**config.mk**
```make
export PLATFORM = sky130hd
export DESIGN_NAME = mesh_network_id_selector_top
export DESIGN_NICKNAME = d
export VERILOG_FILES = /design/src/nis_pkg.sv /design/src/nis_ram.sv /design/src/nis_core.sv /design/src/mesh_network_id_selector_top.sv
export VERILOG_INCLUDE_DIRS = /design/src /design/src/src
export SDC_FILE = /design/constraint.sdc
export NUM_CORES = 2
export LEC_CHECK = 0
export ABC_AREA = 1
export BUFFER_PORTS_ARGS = -buffer_cell sky130_fd_sc_hd__buf_2
export CAP_MARGIN = 30
export CORE_AREA = 10 10 468 356
export CTS_BUF_LIST = sky130_fd_sc_hd__clkbuf_8 sky130_fd_sc_hd__clkbuf_16
export DETAILED_ROUTE_END_ITERATION = 10
export DIE_AREA = 0 0 478 366
export GPL_TIMING_DRIVEN = 0
export SLEW_MARGIN = 30
export SYNTH_ARGS = -nofsm -noshare
export SYNTH_HDL_FRONTEND = slang
export SYNTH_SLANG_ARGS = --single-unit
```
**constraint.sdc**
```tcl
create_clock -name clk -period 10.4 [get_ports clk]
set_clock_uncertainty 0.1 [all_clocks]
set_input_delay 1.56 -clock clk [delete_from_list [all_inputs] [get_ports clk]]
set_output_delay 1.56 -clock clk [all_outputs]
set_load 0.02 [all_outputs]
```
**src/mesh_network_id_selector_top_defines.svh**
```systemverilog
// Assertion macros shared by the RTL. Define NO_ASSERTIONS to drop them.
`ifndef MESH_NETWORK_ID_SELECTOR_TOP_DEFINES_SVH
`define MESH_NETWORK_ID_SELECTOR_TOP_DEFINES_SVH

`ifndef NO_ASSERTIONS
`define NIS_ASSERT_ALWAYS(lbl, expr) \
  lbl: assert property (@(posedge clk) disable iff (rst) (expr)) else $error("check failed");
`define NIS_ASSERT_NEXT(lbl, cond, expr) \
  lbl: assert property (@(posedge clk) disable iff (rst) (cond) |=> (expr)) else $error("check failed");
`else
`define NIS_ASSERT_ALWAYS(lbl, expr)
`define NIS_ASSERT_NEXT(lbl, cond, expr)
`endif

`endif

```
**src/nis_pkg.sv**
```systemverilog
`default_nettype none
package nis_pkg;

  localparam int ENTRIES = 16;
  localparam int IDX_W = (ENTRIES > 1) ? $clog2(ENTRIES) : 1;
  localparam int FILL_W = $clog2(ENTRIES + 1);

  localparam logic [1:0] OP_OBSERVE = 2'd0;
  localparam logic [1:0] OP_AGE = 2'd1;
  localparam logic [1:0] OP_SELECT = 2'd2;
  localparam logic [1:0] OP_DECR = 2'd3;

  localparam logic [2:0] REG_MASTER_ID = 3'd0;
  localparam logic [2:0] REG_PREFERRED_ID = 3'd1;
  localparam logic [2:0] REG_MIN_COUNT = 3'd2;
  localparam logic [2:0] REG_MAX_COUNT = 3'd3;
  localparam logic [2:0] REG_AGE_TIMEOUT = 3'd4;

  localparam logic [7:0] MASTER_TTL = 8'd255;
  localparam logic [3:0] MASTER_RATE_RELOAD = 4'd10;
  localparam logic [31:0] LAST_SEEN_FLOOR = 32'd5000;
  localparam logic [31:0] LAST_SEEN_STEP = 32'd1000;

  typedef struct packed {
    logic [15:0] master_id;
    logic [15:0] preferred_id;
    logic [5:0]  min_count;
    logic [5:0]  max_count;
    logic [15:0] age_timeout_ms;
  } cfg_t;

  typedef struct packed {
    logic [1:0]  operation;
    logic [15:0] net_id;
    logic [7:0]  net_ttl;
    logic [31:0] now_ms;
  } item_t;

  typedef struct packed {
    logic [15:0] id;
    logic [7:0]  ttl;
    logic        dropped;
  } res_t;

  typedef struct packed {
    logic [15:0] ident;
    logic [7:0]  life;
    logic [5:0]  sightings;
    logic [31:0] last_seen;
  } entry_t;

  localparam int ENTRY_W = $bits(entry_t);

endpackage
`default_nettype wire

```
**src/nis_ram.sv**
```systemverilog
`default_nettype none
module nis_ram #(
  parameter int WIDTH = 8,
  parameter int DEPTH = 16
) (
  input  wire logic clk,
  input  wire logic we,
  input  wire logic [((DEPTH > 1) ? $clog2(DEPTH) : 1)-1:0] waddr,
  input  wire logic [WIDTH-1:0] wdata,
  input  wire logic [((DEPTH > 1) ? $clog2(DEPTH) : 1)-1:0] raddr,
  output logic [WIDTH-1:0] rdata
);
  logic [WIDTH-1:0] mem [DEPTH];

  always_ff @(posedge clk) begin
    if (we) begin
      mem[waddr] <= wdata;
    end
    rdata <= mem[raddr];
  end
endmodule
`default_nettype wire

```
**src/nis_core.sv**
```systemverilog
`default_nettype none
`include "mesh_network_id_selector_top_defines.svh"
module nis_core (
  input  wire logic clk,
  input  wire logic rst,
  input  wire nis_pkg::cfg_t cfg,
  input  wire logic item_valid,
  input  wire nis_pkg::item_t item,
  output logic busy,
  output logic res_valid,
  input  wire logic res_take,
  output nis_pkg::res_t res
);
  import nis_pkg::*;

  localparam logic [1:0] ST_IDLE = 2'd0;
  localparam logic [1:0] ST_SCAN = 2'd1;
  localparam logic [1:0] ST_DONE = 2'd2;

  logic [1:0] state;
  logic job_obs, job_age, job_sel;
  logic [15:0] obs_id;
  logic [7:0] obs_ttl;
  logic [31:0] now_q;
  logic [FILL_W-1:0] fill_count, rd_idx;
  logic [IDX_W-1:0] ev_idx;
  logic ev_valid;
  logic [3:0] master_rate;
  logic [5:0] best_cnt;
  logic [15:0] best_id;
  logic [7:0] best_ttl;

  logic ram_we;
  logic [IDX_W-1:0] ram_waddr;
  entry_t ram_wdata, ev;
  logic [ENTRY_W-1:0] ram_rdata;

  logic accept, scan_more, match, live, pref_hit, scan_end, table_full, aged;
  logic master_sel, master_readd;
  entry_t upd, aged_e, fresh;
  res_t start_res;

  assign accept = item_valid && (state == ST_IDLE);
  assign busy = (state != ST_IDLE);
  assign res_valid = (state == ST_DONE);
  assign ev = entry_t'(ram_rdata);
  assign scan_more = rd_idx < fill_count;
  assign table_full = fill_count >= FILL_W'(ENTRIES);
  assign match = ev_valid && (ev.ident == obs_id);
  assign live = (ev.life != 8'd0) && (ev.sightings >= cfg.min_count);
  assign pref_hit = ev_valid && live && (ev.ident == cfg.preferred_id);
  assign scan_end = !ev_valid && !scan_more;
  assign aged = ({1'b0, ev.last_seen} + {17'b0, cfg.age_timeout_ms}) < {1'b0, now_q};
  assign master_sel = (item.operation == OP_SELECT) && (cfg.master_id != 16'd0);
  assign master_readd = master_sel && (master_rate == 4'd0);

  always_comb begin
    start_res = '0;
    case (item.operation)
      OP_SELECT: begin
        if (master_sel) begin
          start_res.id = cfg.master_id;
          start_res.ttl = MASTER_TTL;
        end
      end
      OP_DECR: begin
        start_res.id = item.net_id;
        if (cfg.master_id != 16'd0) begin
          start_res.ttl = MASTER_TTL;
        end else if (item.net_ttl != 8'd0) begin
          start_res.ttl = item.net_ttl - 8'd1;
        end
      end
      default: ;
    endcase
  end

  always_comb begin
    upd = ev;
    if (ev.sightings < cfg.max_count) begin
      upd.sightings = ev.sightings + 6'd1;
    end
    if (obs_ttl < ev.life) begin
      upd.life = ev.life - 8'd1;
      if (ev.last_seen > LAST_SEEN_FLOOR) begin
        upd.last_seen = ev.last_seen - LAST_SEEN_STEP;
      end
    end else begin
      upd.life = obs_ttl;
      upd.last_seen = now_q;
    end

    aged_e = ev;
    if (ev.sightings != 6'd0) begin
      if (aged) begin
        aged_e.sightings = ev.sightings - 6'd1;
      end
    end else begin
      aged_e.life = 8'd0;
    end

    fresh.ident = obs_id;
    fresh.life = obs_ttl;
    fresh.sightings = 6'd1;
    fresh.last_seen = now_q;

    ram_we = 1'b0;
    ram_waddr = ev_idx;
    ram_wdata = ev;
    if (state == ST_SCAN) begin
      if (job_obs && match) begin
        ram_we = 1'b1;
        ram_wdata = upd;
      end else if (job_age && ev_valid) begin
        ram_we = 1'b1;
        ram_wdata = aged_e;
      end else if (job_obs && scan_end && !table_full) begin
        ram_we = 1'b1;
        ram_waddr = fill_count[IDX_W-1:0];
        ram_wdata = fresh;
      end
    end
  end

  nis_ram #(.WIDTH(ENTRY_W), .DEPTH(ENTRIES)) u_ram (
    .clk(clk),
    .we(ram_we),
    .waddr(ram_waddr),
    .wdata(ram_wdata),
    .raddr(rd_idx[IDX_W-1:0]),
    .rdata(ram_rdata)
  );

  always_ff @(posedge clk) begin
    if (rst) begin
      state <= ST_IDLE;
      fill_count <= '0;
      master_rate <= '0;
      ev_valid <= 1'b0;
    end else begin
      case (state)
        ST_IDLE: begin
          if (accept) begin
            job_obs <= (item.operation == OP_OBSERVE) || master_readd;
            job_age <= (item.operation == OP_AGE);
            job_sel <= (item.operation == OP_SELECT) && !master_sel;
            obs_id <= master_readd ? cfg.master_id : item.net_id;
            obs_ttl <= master_readd ? MASTER_TTL : item.net_ttl;
            now_q <= item.now_ms;
            rd_idx <= '0;
            ev_valid <= 1'b0;
            best_cnt <= '0;
            best_id <= '0;
            best_ttl <= '0;
            res <= start_res;
            if (master_sel) begin
              master_rate <= master_readd ? (MASTER_RATE_RELOAD - 4'd1) : (master_rate - 4'd1);
            end
            if ((item.operation == OP_DECR) || (master_sel && !master_readd)) begin
              state <= ST_DONE;
            end else begin
              state <= ST_SCAN;
            end
          end
        end
        ST_SCAN: begin
          // reads run one entry ahead of evaluation
          ev_valid <= scan_more;
          ev_idx <= rd_idx[IDX_W-1:0];
          if (scan_more) begin
            rd_idx <= rd_idx + FILL_W'(1);
          end
          if (job_sel && ev_valid && live && ev.sightings > best_cnt) begin
            best_cnt <= ev.sightings;
            best_id <= ev.ident;
            best_ttl <= ev.life;
          end
          if (job_obs && match) begin
            state <= ST_DONE;
          end else if (job_sel && pref_hit) begin
            res <= '{id: ev.ident, ttl: ev.life, dropped: 1'b0};
            state <= ST_DONE;
          end else if (scan_end) begin
            state <= ST_DONE;
            if (job_sel) begin
              res <= '{id: best_id, ttl: best_ttl, dropped: 1'b0};
            end else if (job_obs && table_full) begin
              res.dropped <= 1'b1;
            end
            if (job_obs && !table_full) begin
              fill_count <= fill_count + FILL_W'(1);
            end
          end
        end
        ST_DONE: begin
          if (res_take) begin
            state <= ST_IDLE;
          end
        end
        default: state <= ST_IDLE;
      endcase
    end
  end

  `NIS_ASSERT_ALWAYS(a_fill_bound, fill_count <= FILL_W'(ENTRIES))
  `NIS_ASSERT_ALWAYS(a_write_in_scan, !ram_we || state == ST_SCAN)
  `NIS_ASSERT_ALWAYS(a_rate_bound, master_rate < MASTER_RATE_RELOAD)
  `NIS_ASSERT_NEXT(a_accept_busy, accept, state != ST_IDLE)
  `NIS_ASSERT_NEXT(a_fill_step, state == ST_IDLE, fill_count == $past(fill_count))
endmodule
`default_nettype wire

```
**src/mesh_network_id_selector_top.sv**
```systemverilog
// Observe, age tick and auto select load the output register after a table scan that reads
// one entry per cycle, through the core's scan and done states; a matching observe or a
// preferred hit ends the scan early. Decrement and master select without re-add skip the
// scan and go from idle to the done state before loading it.
// Throughput: one transaction in flight; a new input is accepted in the cycle after the result
// moves to the output register. Reset restores config defaults, fill count and master rate.
`default_nettype none
module mesh_network_id_selector_top (
  input  wire logic clk,
  input  wire logic rst,
  input  wire logic in_valid,
  output logic in_stall,
  input  wire logic [1:0] operation,
  input  wire logic [15:0] net_id,
  input  wire logic [7:0] net_ttl,
  input  wire logic [31:0] now_ms,
  output logic out_valid,
  input  wire logic out_stall,
  output logic [15:0] result_id,
  output logic [7:0] result_ttl,
  output logic insert_dropped,
  input  wire logic cfg_valid,
  output logic cfg_ready,
  input  wire logic [2:0] cfg_index,
  input  wire logic [15:0] cfg_data
);
  import nis_pkg::*;

  cfg_t cfg;
  item_t item;
  res_t res;
  logic busy, res_valid, res_take;

  assign cfg_ready = 1'b1;
  assign in_stall = busy;
  assign item = '{operation: operation, net_id: net_id, net_ttl: net_ttl, now_ms: now_ms};
  assign res_take = res_valid && (!out_valid || !out_stall);

  always_ff @(posedge clk) begin
    if (rst) begin
      cfg.master_id <= 16'd0;
      cfg.preferred_id <= 16'd0;
      cfg.min_count <= 6'd10;
      cfg.max_count <= 6'd50;
      cfg.age_timeout_ms <= 16'd15000;
    end else if (cfg_valid) begin
      case (cfg_index)
        REG_MASTER_ID: cfg.master_id <= cfg_data;
        REG_PREFERRED_ID: cfg.preferred_id <= cfg_data;
        REG_MIN_COUNT: cfg.min_count <= cfg_data[5:0];
        REG_MAX_COUNT: cfg.max_count <= cfg_data[5:0];
        REG_AGE_TIMEOUT: cfg.age_timeout_ms <= cfg_data;
        default: ;
      endcase
    end
  end

  nis_core u_core (
    .clk(clk),
    .rst(rst),
    .cfg(cfg),
    .item_valid(in_valid),
    .item(item),
    .busy(busy),
    .res_valid(res_valid),
    .res_take(res_take),
    .res(res)
  );

  // hold the result until the downstream side takes the transaction
  always_ff @(posedge clk) begin
    if (rst) begin
      out_valid <= 1'b0;
    end else if (res_take) begin
      out_valid <= 1'b1;
    end else if (!out_stall) begin
      out_valid <= 1'b0;
    end
  end

  always_ff @(posedge clk) begin
    if (res_take) begin
      result_id <= res.id;
      result_ttl <= res.ttl;
      insert_dropped <= res.dropped;
    end
  end
endmodule
`default_nettype wire
```
## Yosys cells after proc, flatten, opt, wreduce, memory -nomap -nowiden

Memories as Yosys holds them, arrays and structs flattened. A register that Yosys moved wholly into a read port is not among the register bits.
Index checks and enable logic that the tools add are counted.
Widths: inputs -> output; s select.

| word-level totals | value |
|---|---|
| bits in registers | 221 |
| memories | 1 |
| bits in writable memories | 992 |
| bits of input ports | 82 |

Memory list:

| memory | words | width | read ports | clocked after Yosys merged registers in | write ports | RTL line | RTL |
|---|---|---|---|---|---|---|---|
| u_core.u_ram.mem | 16 | 62 | 1 | 1 | 1 | nis_ram.sv:13 | `logic [WIDTH-1:0] mem [DEPTH];` |

| operators by class | value |
|---|---|
| reductions and logical operators | 56 |
| bitwise logic cells | 3 |
| $lt $le $gt $ge | 8 |
| $add $sub $neg | 9 |
| equality and inequality tests | 21 |
| muxes and demuxes | 58 |

Operators by type and width:

| cell | count |
|---|---|
| $mux 62 | 4 |
| $mux 25 | 4 |
| $mux 32 | 2 |
| $pmux 25 s2 | 1 |
| $mux 16 | 3 |
| $mux 24 | 2 |
| $mux 8 | 6 |
| $pmux 24 s2 | 1 |
| $add 32x16->33 | 1 |
| $lt 33x32->1 | 1 |
| $eq 16x16->1 | 2 |
| $gt 32x13->1 const B | 1 |
| $pmux 16 s2 | 1 |
| $sub 32x10->32 const B | 1 |
| $mux 6 | 5 |
| $logic_and 1x1->1 | 21 |
| $mux 4 | 5 |
| $pmux 8 s2 | 1 |
| $reduce_bool 16->1 | 1 |
| $reduce_bool 8->1 | 2 |
| $sub 8x1->8 const B | 2 |
| $reduce_and 2->1 | 7 |
| $mux 2 | 6 |
| $pmux 6 s2 | 1 |
| 36 further kinds | 74 |

## Logic depth before layout (Yosys ltp)

| depth | value |
|---|---|
| depth in word-level cells | 11 |
| gate-level depth with buffers | 26 |
| gate-level depth less buffers | 26 |

## Cells and area by module

Synthesis repeated with hierarchy kept, for this count alone.

| second synthesis, totals | value |
|---|---|
| cells, all modules | 6220 |
| area total of the unflattened synthesis | 59402.0 um^2 |

Modules (own cells, without submodules):

| module | cells each | seq. area each (um^2) | instances | area each (um^2) |
|---|---|---|---|---|
| nis_ram | 4079 | 31029.8 | 1 | 43569.3 |
| nis_core | 1764 | 3933.8 | 1 | 12617.1 |
| mesh_network_id_selector_top | 377 | 1971.9 | 1 | 3215.6 |

## Worst setup path after synthesis

Ideal clock, no wire load.

| timing | value |
|---|---|
| path kind | register -> register |
| start | reg u_core.rd_idx[4] |
| end | mem u_core.u_ram.mem[13][0] in the netlist's numbering (enable) |
| buffers on the path | 0 |
| cell stages (with the launch flop) | 10 |
| period minus slack after synthesis | 5.067 ns |
| data arrival time | 4.484 ns |
| slack | 5.333 ns |
| cell sequence | edfxtp_1 > ha_1 > nand4_1 > o221ai_2 > nand4_2 > inv_2 > nand3_2 > o21ai_0 > nand3_1 > nor2_1 |

| on the way | value |
|---|---|
| longest elaborated chain between the ends | 11 |
| elaborated cells between the ends (all ways) | 15 |
| those cells by class | order compare: 1; mux: 10; reduce/logical: 4 |

RTL lines:

| element | RTL line | RTL |
|---|---|---|
| start: declaration | nis_core.sv:25 | `logic [FILL_W-1:0] fill_count, rd_idx;` |
| start signal: assignment | nis_core.sv:171 | `rd_idx <= rd_idx + FILL_W'(1);` |
| $lt 5x5->1 (*) | nis_core.sv:47 | `assign scan_more = rd_idx < fill_count;` |
| $logic_not 1->1 (*) | nis_core.sv:52 | `assign scan_end = !ev_valid && !scan_more;` |
| $logic_and 1x1->1 (*) | nis_core.sv:52 |  |
| $logic_and 1x1->1 (*) (2 in a row) | nis_core.sv:117 | `end else if (job_obs && scan_end && !table_full) begin` |
| $mux 1 | nis_core.sv:117 |  |
| $mux 1 | nis_core.sv:114 | `end else if (job_age && ev_valid) begin` |
| $mux 1 | nis_core.sv:111 | `if (job_obs && match) begin` |
| $mux 1 | nis_core.sv:110 | `if (state == ST_SCAN) begin` |
| $mux 1 | nis_ram.sv:16 | `if (we) begin` |
| $mux 1 (implied by the code) | nis_ram.sv:17 | `mem[waddr] <= wdata;` |
| end: declaration | nis_ram.sv:13 |  |

Mark *: on every way between the ends. The rest lies on a longest branch, timed or not.

==> results by stage <==
Floorplan:
- The total I/O pin count is 110.
- The y dimension of the die is roughly 370 um.
- The number of core rows is ~130.
- The overall die area is 174900 um2.
- The core region is roughly 160000 um2.
- The die is 478 um wide.
- The initial utilization of the core area, before any placement, comes to between 30% and 40%.

Clock network:
- The clock latency reported for the late side of the worst-skew pair is ~0.74 ns.
- The depth of the CTS H-tree is 3.
- The number of clock buffers inserted by TritonCTS is 114.
- The largest buffer count on any clock path is 3.
- The total of hold buffers inserted after clock tree synthesis is 0.
- In this run, post-CTS repair resized a total of 0 instances.
- Clock-pin slew was measured on the worst setup and hold paths at about 0.07 ns.
- Counting every sink on the clock net gives between 1000 and 1500.
- CTS placed an instance of clkbuf_16 at the clock tree root.
- The CTS tree is yes.
- The number of setup buffers added after CTS is 0.

Cells and area:
- The signed area change from the synthesized netlist to the final layout is 17.24%.
- In the final layout, the share of cells above drive strength 1 is 10.78%.
- The net count of the finished layout is between 5000 and 6000.

Synthesis:
- By area the synthesized netlist is led by edfxtp_1, nor2_1, dfxtp_1.
- The number of different library cells used by synthesis comes to just under 60.
- Counting every net in the synthesized netlist gives between 4000 and 5000.
- The most common cell in the synthesized netlist is edfxtp_1.
- After synthesis the cells add up to roughly 55000 um2.
- Synthesis inferred 1275 register bits.
- Summing the sequential cell areas from Yosys gives around two thirds of the chip area.
- For this run, the leading register cell type out of synthesis is edfxtp_1.
- The gate count of the mapped netlist is between 4000 and 5000.
- The synthesized area per cell is roughly 12 um2.
- The cell type with the largest total area after synthesis is edfxtp_1.
- The commonest cells after synthesis are edfxtp_1, nor2_1, nand2_1.
- The number of synthesis warnings is 0.
- The number of enable flip-flop cells after synthesis is between 1000 and 1500.
- The area fraction of the dominant cell type after synthesis is between 60% and 70%.
- The post-synthesis async set-or-reset flop share is 0%.

Global routing:
- The total global-route track usage is 19.59%.
- The maximum number of pins on one net before global-route repair is 24.
- The via count of the first global-routing pass is approximately 37000.
- The first-pass GRT wire length is 257800 um.
- Global routing finished with a remaining overflow of 0.
- The number of antenna violations at the first check in global routing is 4.

Place:
- The total half-perimeter wirelength after legalization and detailed placement is ~130000 um.
- The total of buffers placed on input and output ports is 108.
- The final estimated routing congestion in global placement is between 0.9 and 1.

Timing:
- The relative slew slack is ~30%.
- The final setup violation count is 0.
- For the pin with the worst max-slew slack, the measured transition is approximately 1.1 ns.
- Setup repair after global routing left no endpoint under its margin.
- The number of max-slew violations in the final report was 0.
- After routing, the total negative slack on setup checks comes to 0 ns.
- The minimum clock period is between 5 and 6 ns.
- The final worst-path cycle share is approximately 52%.
- The maximum clock frequency is 183.6 MHz.
- The count of final hold-check violations is 0.

Pwr:
- Across the VDD grid, the largest voltage drop is ~160 uV.
- Dividing total power by cell area gives a power density of between 200 and 250 nW/um2.
- The leakage power is 0.02251 uW.
- The total chip power is 13960 uW.

Run status:
- The flow ran to the end, and the final reports show no timing, DRC or antenna violations.

Critical path:
- The maximum fanout encountered on the critical timing path is 16.
- The worst setup path is of the reg -> reg kind.
- The type of destination of the critical path is a flop.
- At the worst endpoint, the arrival time is 5.76 ns.
- The path depth of the worst reg2reg path is 17.
- The critical path launch point type is a flop.
- At the worst endpoint, the required time is 10.71 ns.

Routing:
- The residual antenna-violating net count after detailed routing is 0.
- The routed design has between 150000 and 200000 um of wire.
- For this block, the initial DRC count from the detailed router was roughly 6000.
- The detailed-routing iteration count for the pre-antenna-repair pass is 8.
- The total number of vias is 39920.
- In the final routed layout, each cell accounts on average for 24.98 um.
- The average via count per standard cell is between 5 and 6.
- After detailed routing, the number of remaining DRC violations is 0.

Hold path:
- The worst hold path belongs to the class reg -> reg.
- The hold path depth is 0.

Job:
- The count of max-cap constraint violations is 0.
per-stage QoR:
stage / std cells / setup slack, ns / cell area (um2) / hold slack (ns) / utilization, %
global route: 7205 / 4.797 / 64080 / 0.3350 / 40.85
floorplan: 4670 / 5.333 / 54660 / 0.3003 / -
detailed placement: 6997 / 5.170 / 60300 / 0.3054 / 38.44
CTS: 7205 / 5.114 / 64060 / 0.3213 / 40.84
global placement: 6890 / 1.404 / 57840 / 0.3035 / 36.88
finish: 7207 / 4.954 / 64080 / 0.3211 / 40.85
power by group:
part / internal (uW) / switching [uW] / leakage, uW
sequential: 6230 / 198 / 0.0115
clock: 2410 / 1920 / 0.00193
combinational: 843 / 2350 / 0.00913
registers in the layout (all words and copies together) (netlist names), 5 cells and up:
name / cells
cfg: 60
result_id: 16
u_core.res: 25
u_core.fill_count: 5
u_core.now_q: 32
u_core.rd_idx: 5
u_core.best_ttl: 8
result_ttl: 8
u_core.u_ram.mem: 992
u_core.best_cnt: 6
u_core.u_ram.rdata: 62
u_core.best_id: 16
u_core.obs_ttl: 8
u_core.obs_id: 16
layer usage:
layer	vias up	part of all wire, %	wire length, um	GRT usage (%)
li1	17690	-	-	-
met1	19770	46	82760	31.19
met2	2237	40	71590	26.41
met3	227	12	21610	4.604
met4	0	2.3	4077	4.406
met5	-	0	0	0
logic make-up (layout without fill, tap and decap cells):
group | Yosys count | after routing | synth area share (%)
compound gates | 1027 | 1027 | 11.64
xor+xnor | 82 | 82 | 1.314
fa+ha+maj | 87 | 87 | 2.005
buf+inv | 526 | 949 | 3.770
flops | 1275 | 1275 | 67.57
mux | 99 | 99 | 1.813
other cells | 1 | 3 | 0.006860
simple gates | 1573 | 1573 | 11.88
layout by cell type (no fill, tap or decap), types with 32 or more instances in the layout:
master,instances
clkbuf_16,119
nand4_1,45
o21ai_1,32
dfxtp_1,135
buf_2,164
xor2_1,66
nand3_1,182
o32ai_1,150
mux2i_1,99
buf_16,62
inv_1,268
nand2_1,496
o211ai_1,53
o21ai_0,445
ha_1,86
nor2_1,752
a21oi_1,162
edfxtp_1,1140
clkbuf_1,187
o221ai_1,100
layout make-up:
cell class | count | area [um2]
antenna | 2 | 5.005
buffer | 267 | 1101
clock buffer | 120 | 2992
clock inverter | 88 | 768.2
fill | 14700 | 92780
inverter | 259 | 972.2
multi-input combinational | 2869 | 15990
sequential | 1275 | 36940
tap | 2112 | 2643
timing repair buffer | 215 | 2675
final timing paths:
path                         start                       end  slack [ns]
max reg2reg  u_core.u_ram.rdata[2]  u_core.u_ram.mem[14][32]        4.95
max          u_core.u_ram.rdata[2]  u_core.u_ram.mem[14][32]        4.95
min                 u_core.res[11]              result_id[2]        0.32
min reg2reg         u_core.res[11]              result_id[2]        0.32
worst max-delay path, stage by stage, from the launching register on:
cell	delay [ns]
dfxtp_1	0.48
ha_1	0.34
a21oi_1	0.14
nand2_1	0.12
a21oi_2	0.19
inv_1	0.09
a21oi_2	0.31
o21bai_1	0.16
a21oi_2	0.39
nor2_1	0.13
xor2_1	0.18
ha_1	0.31
nand4_1	0.10
nor3b_1	0.48
nand4_2	0.50
nand4_1	0.25
nand3_1	0.11
a21oi_2	0.73
Note: power is estimated with default switching activity, not from simulation.
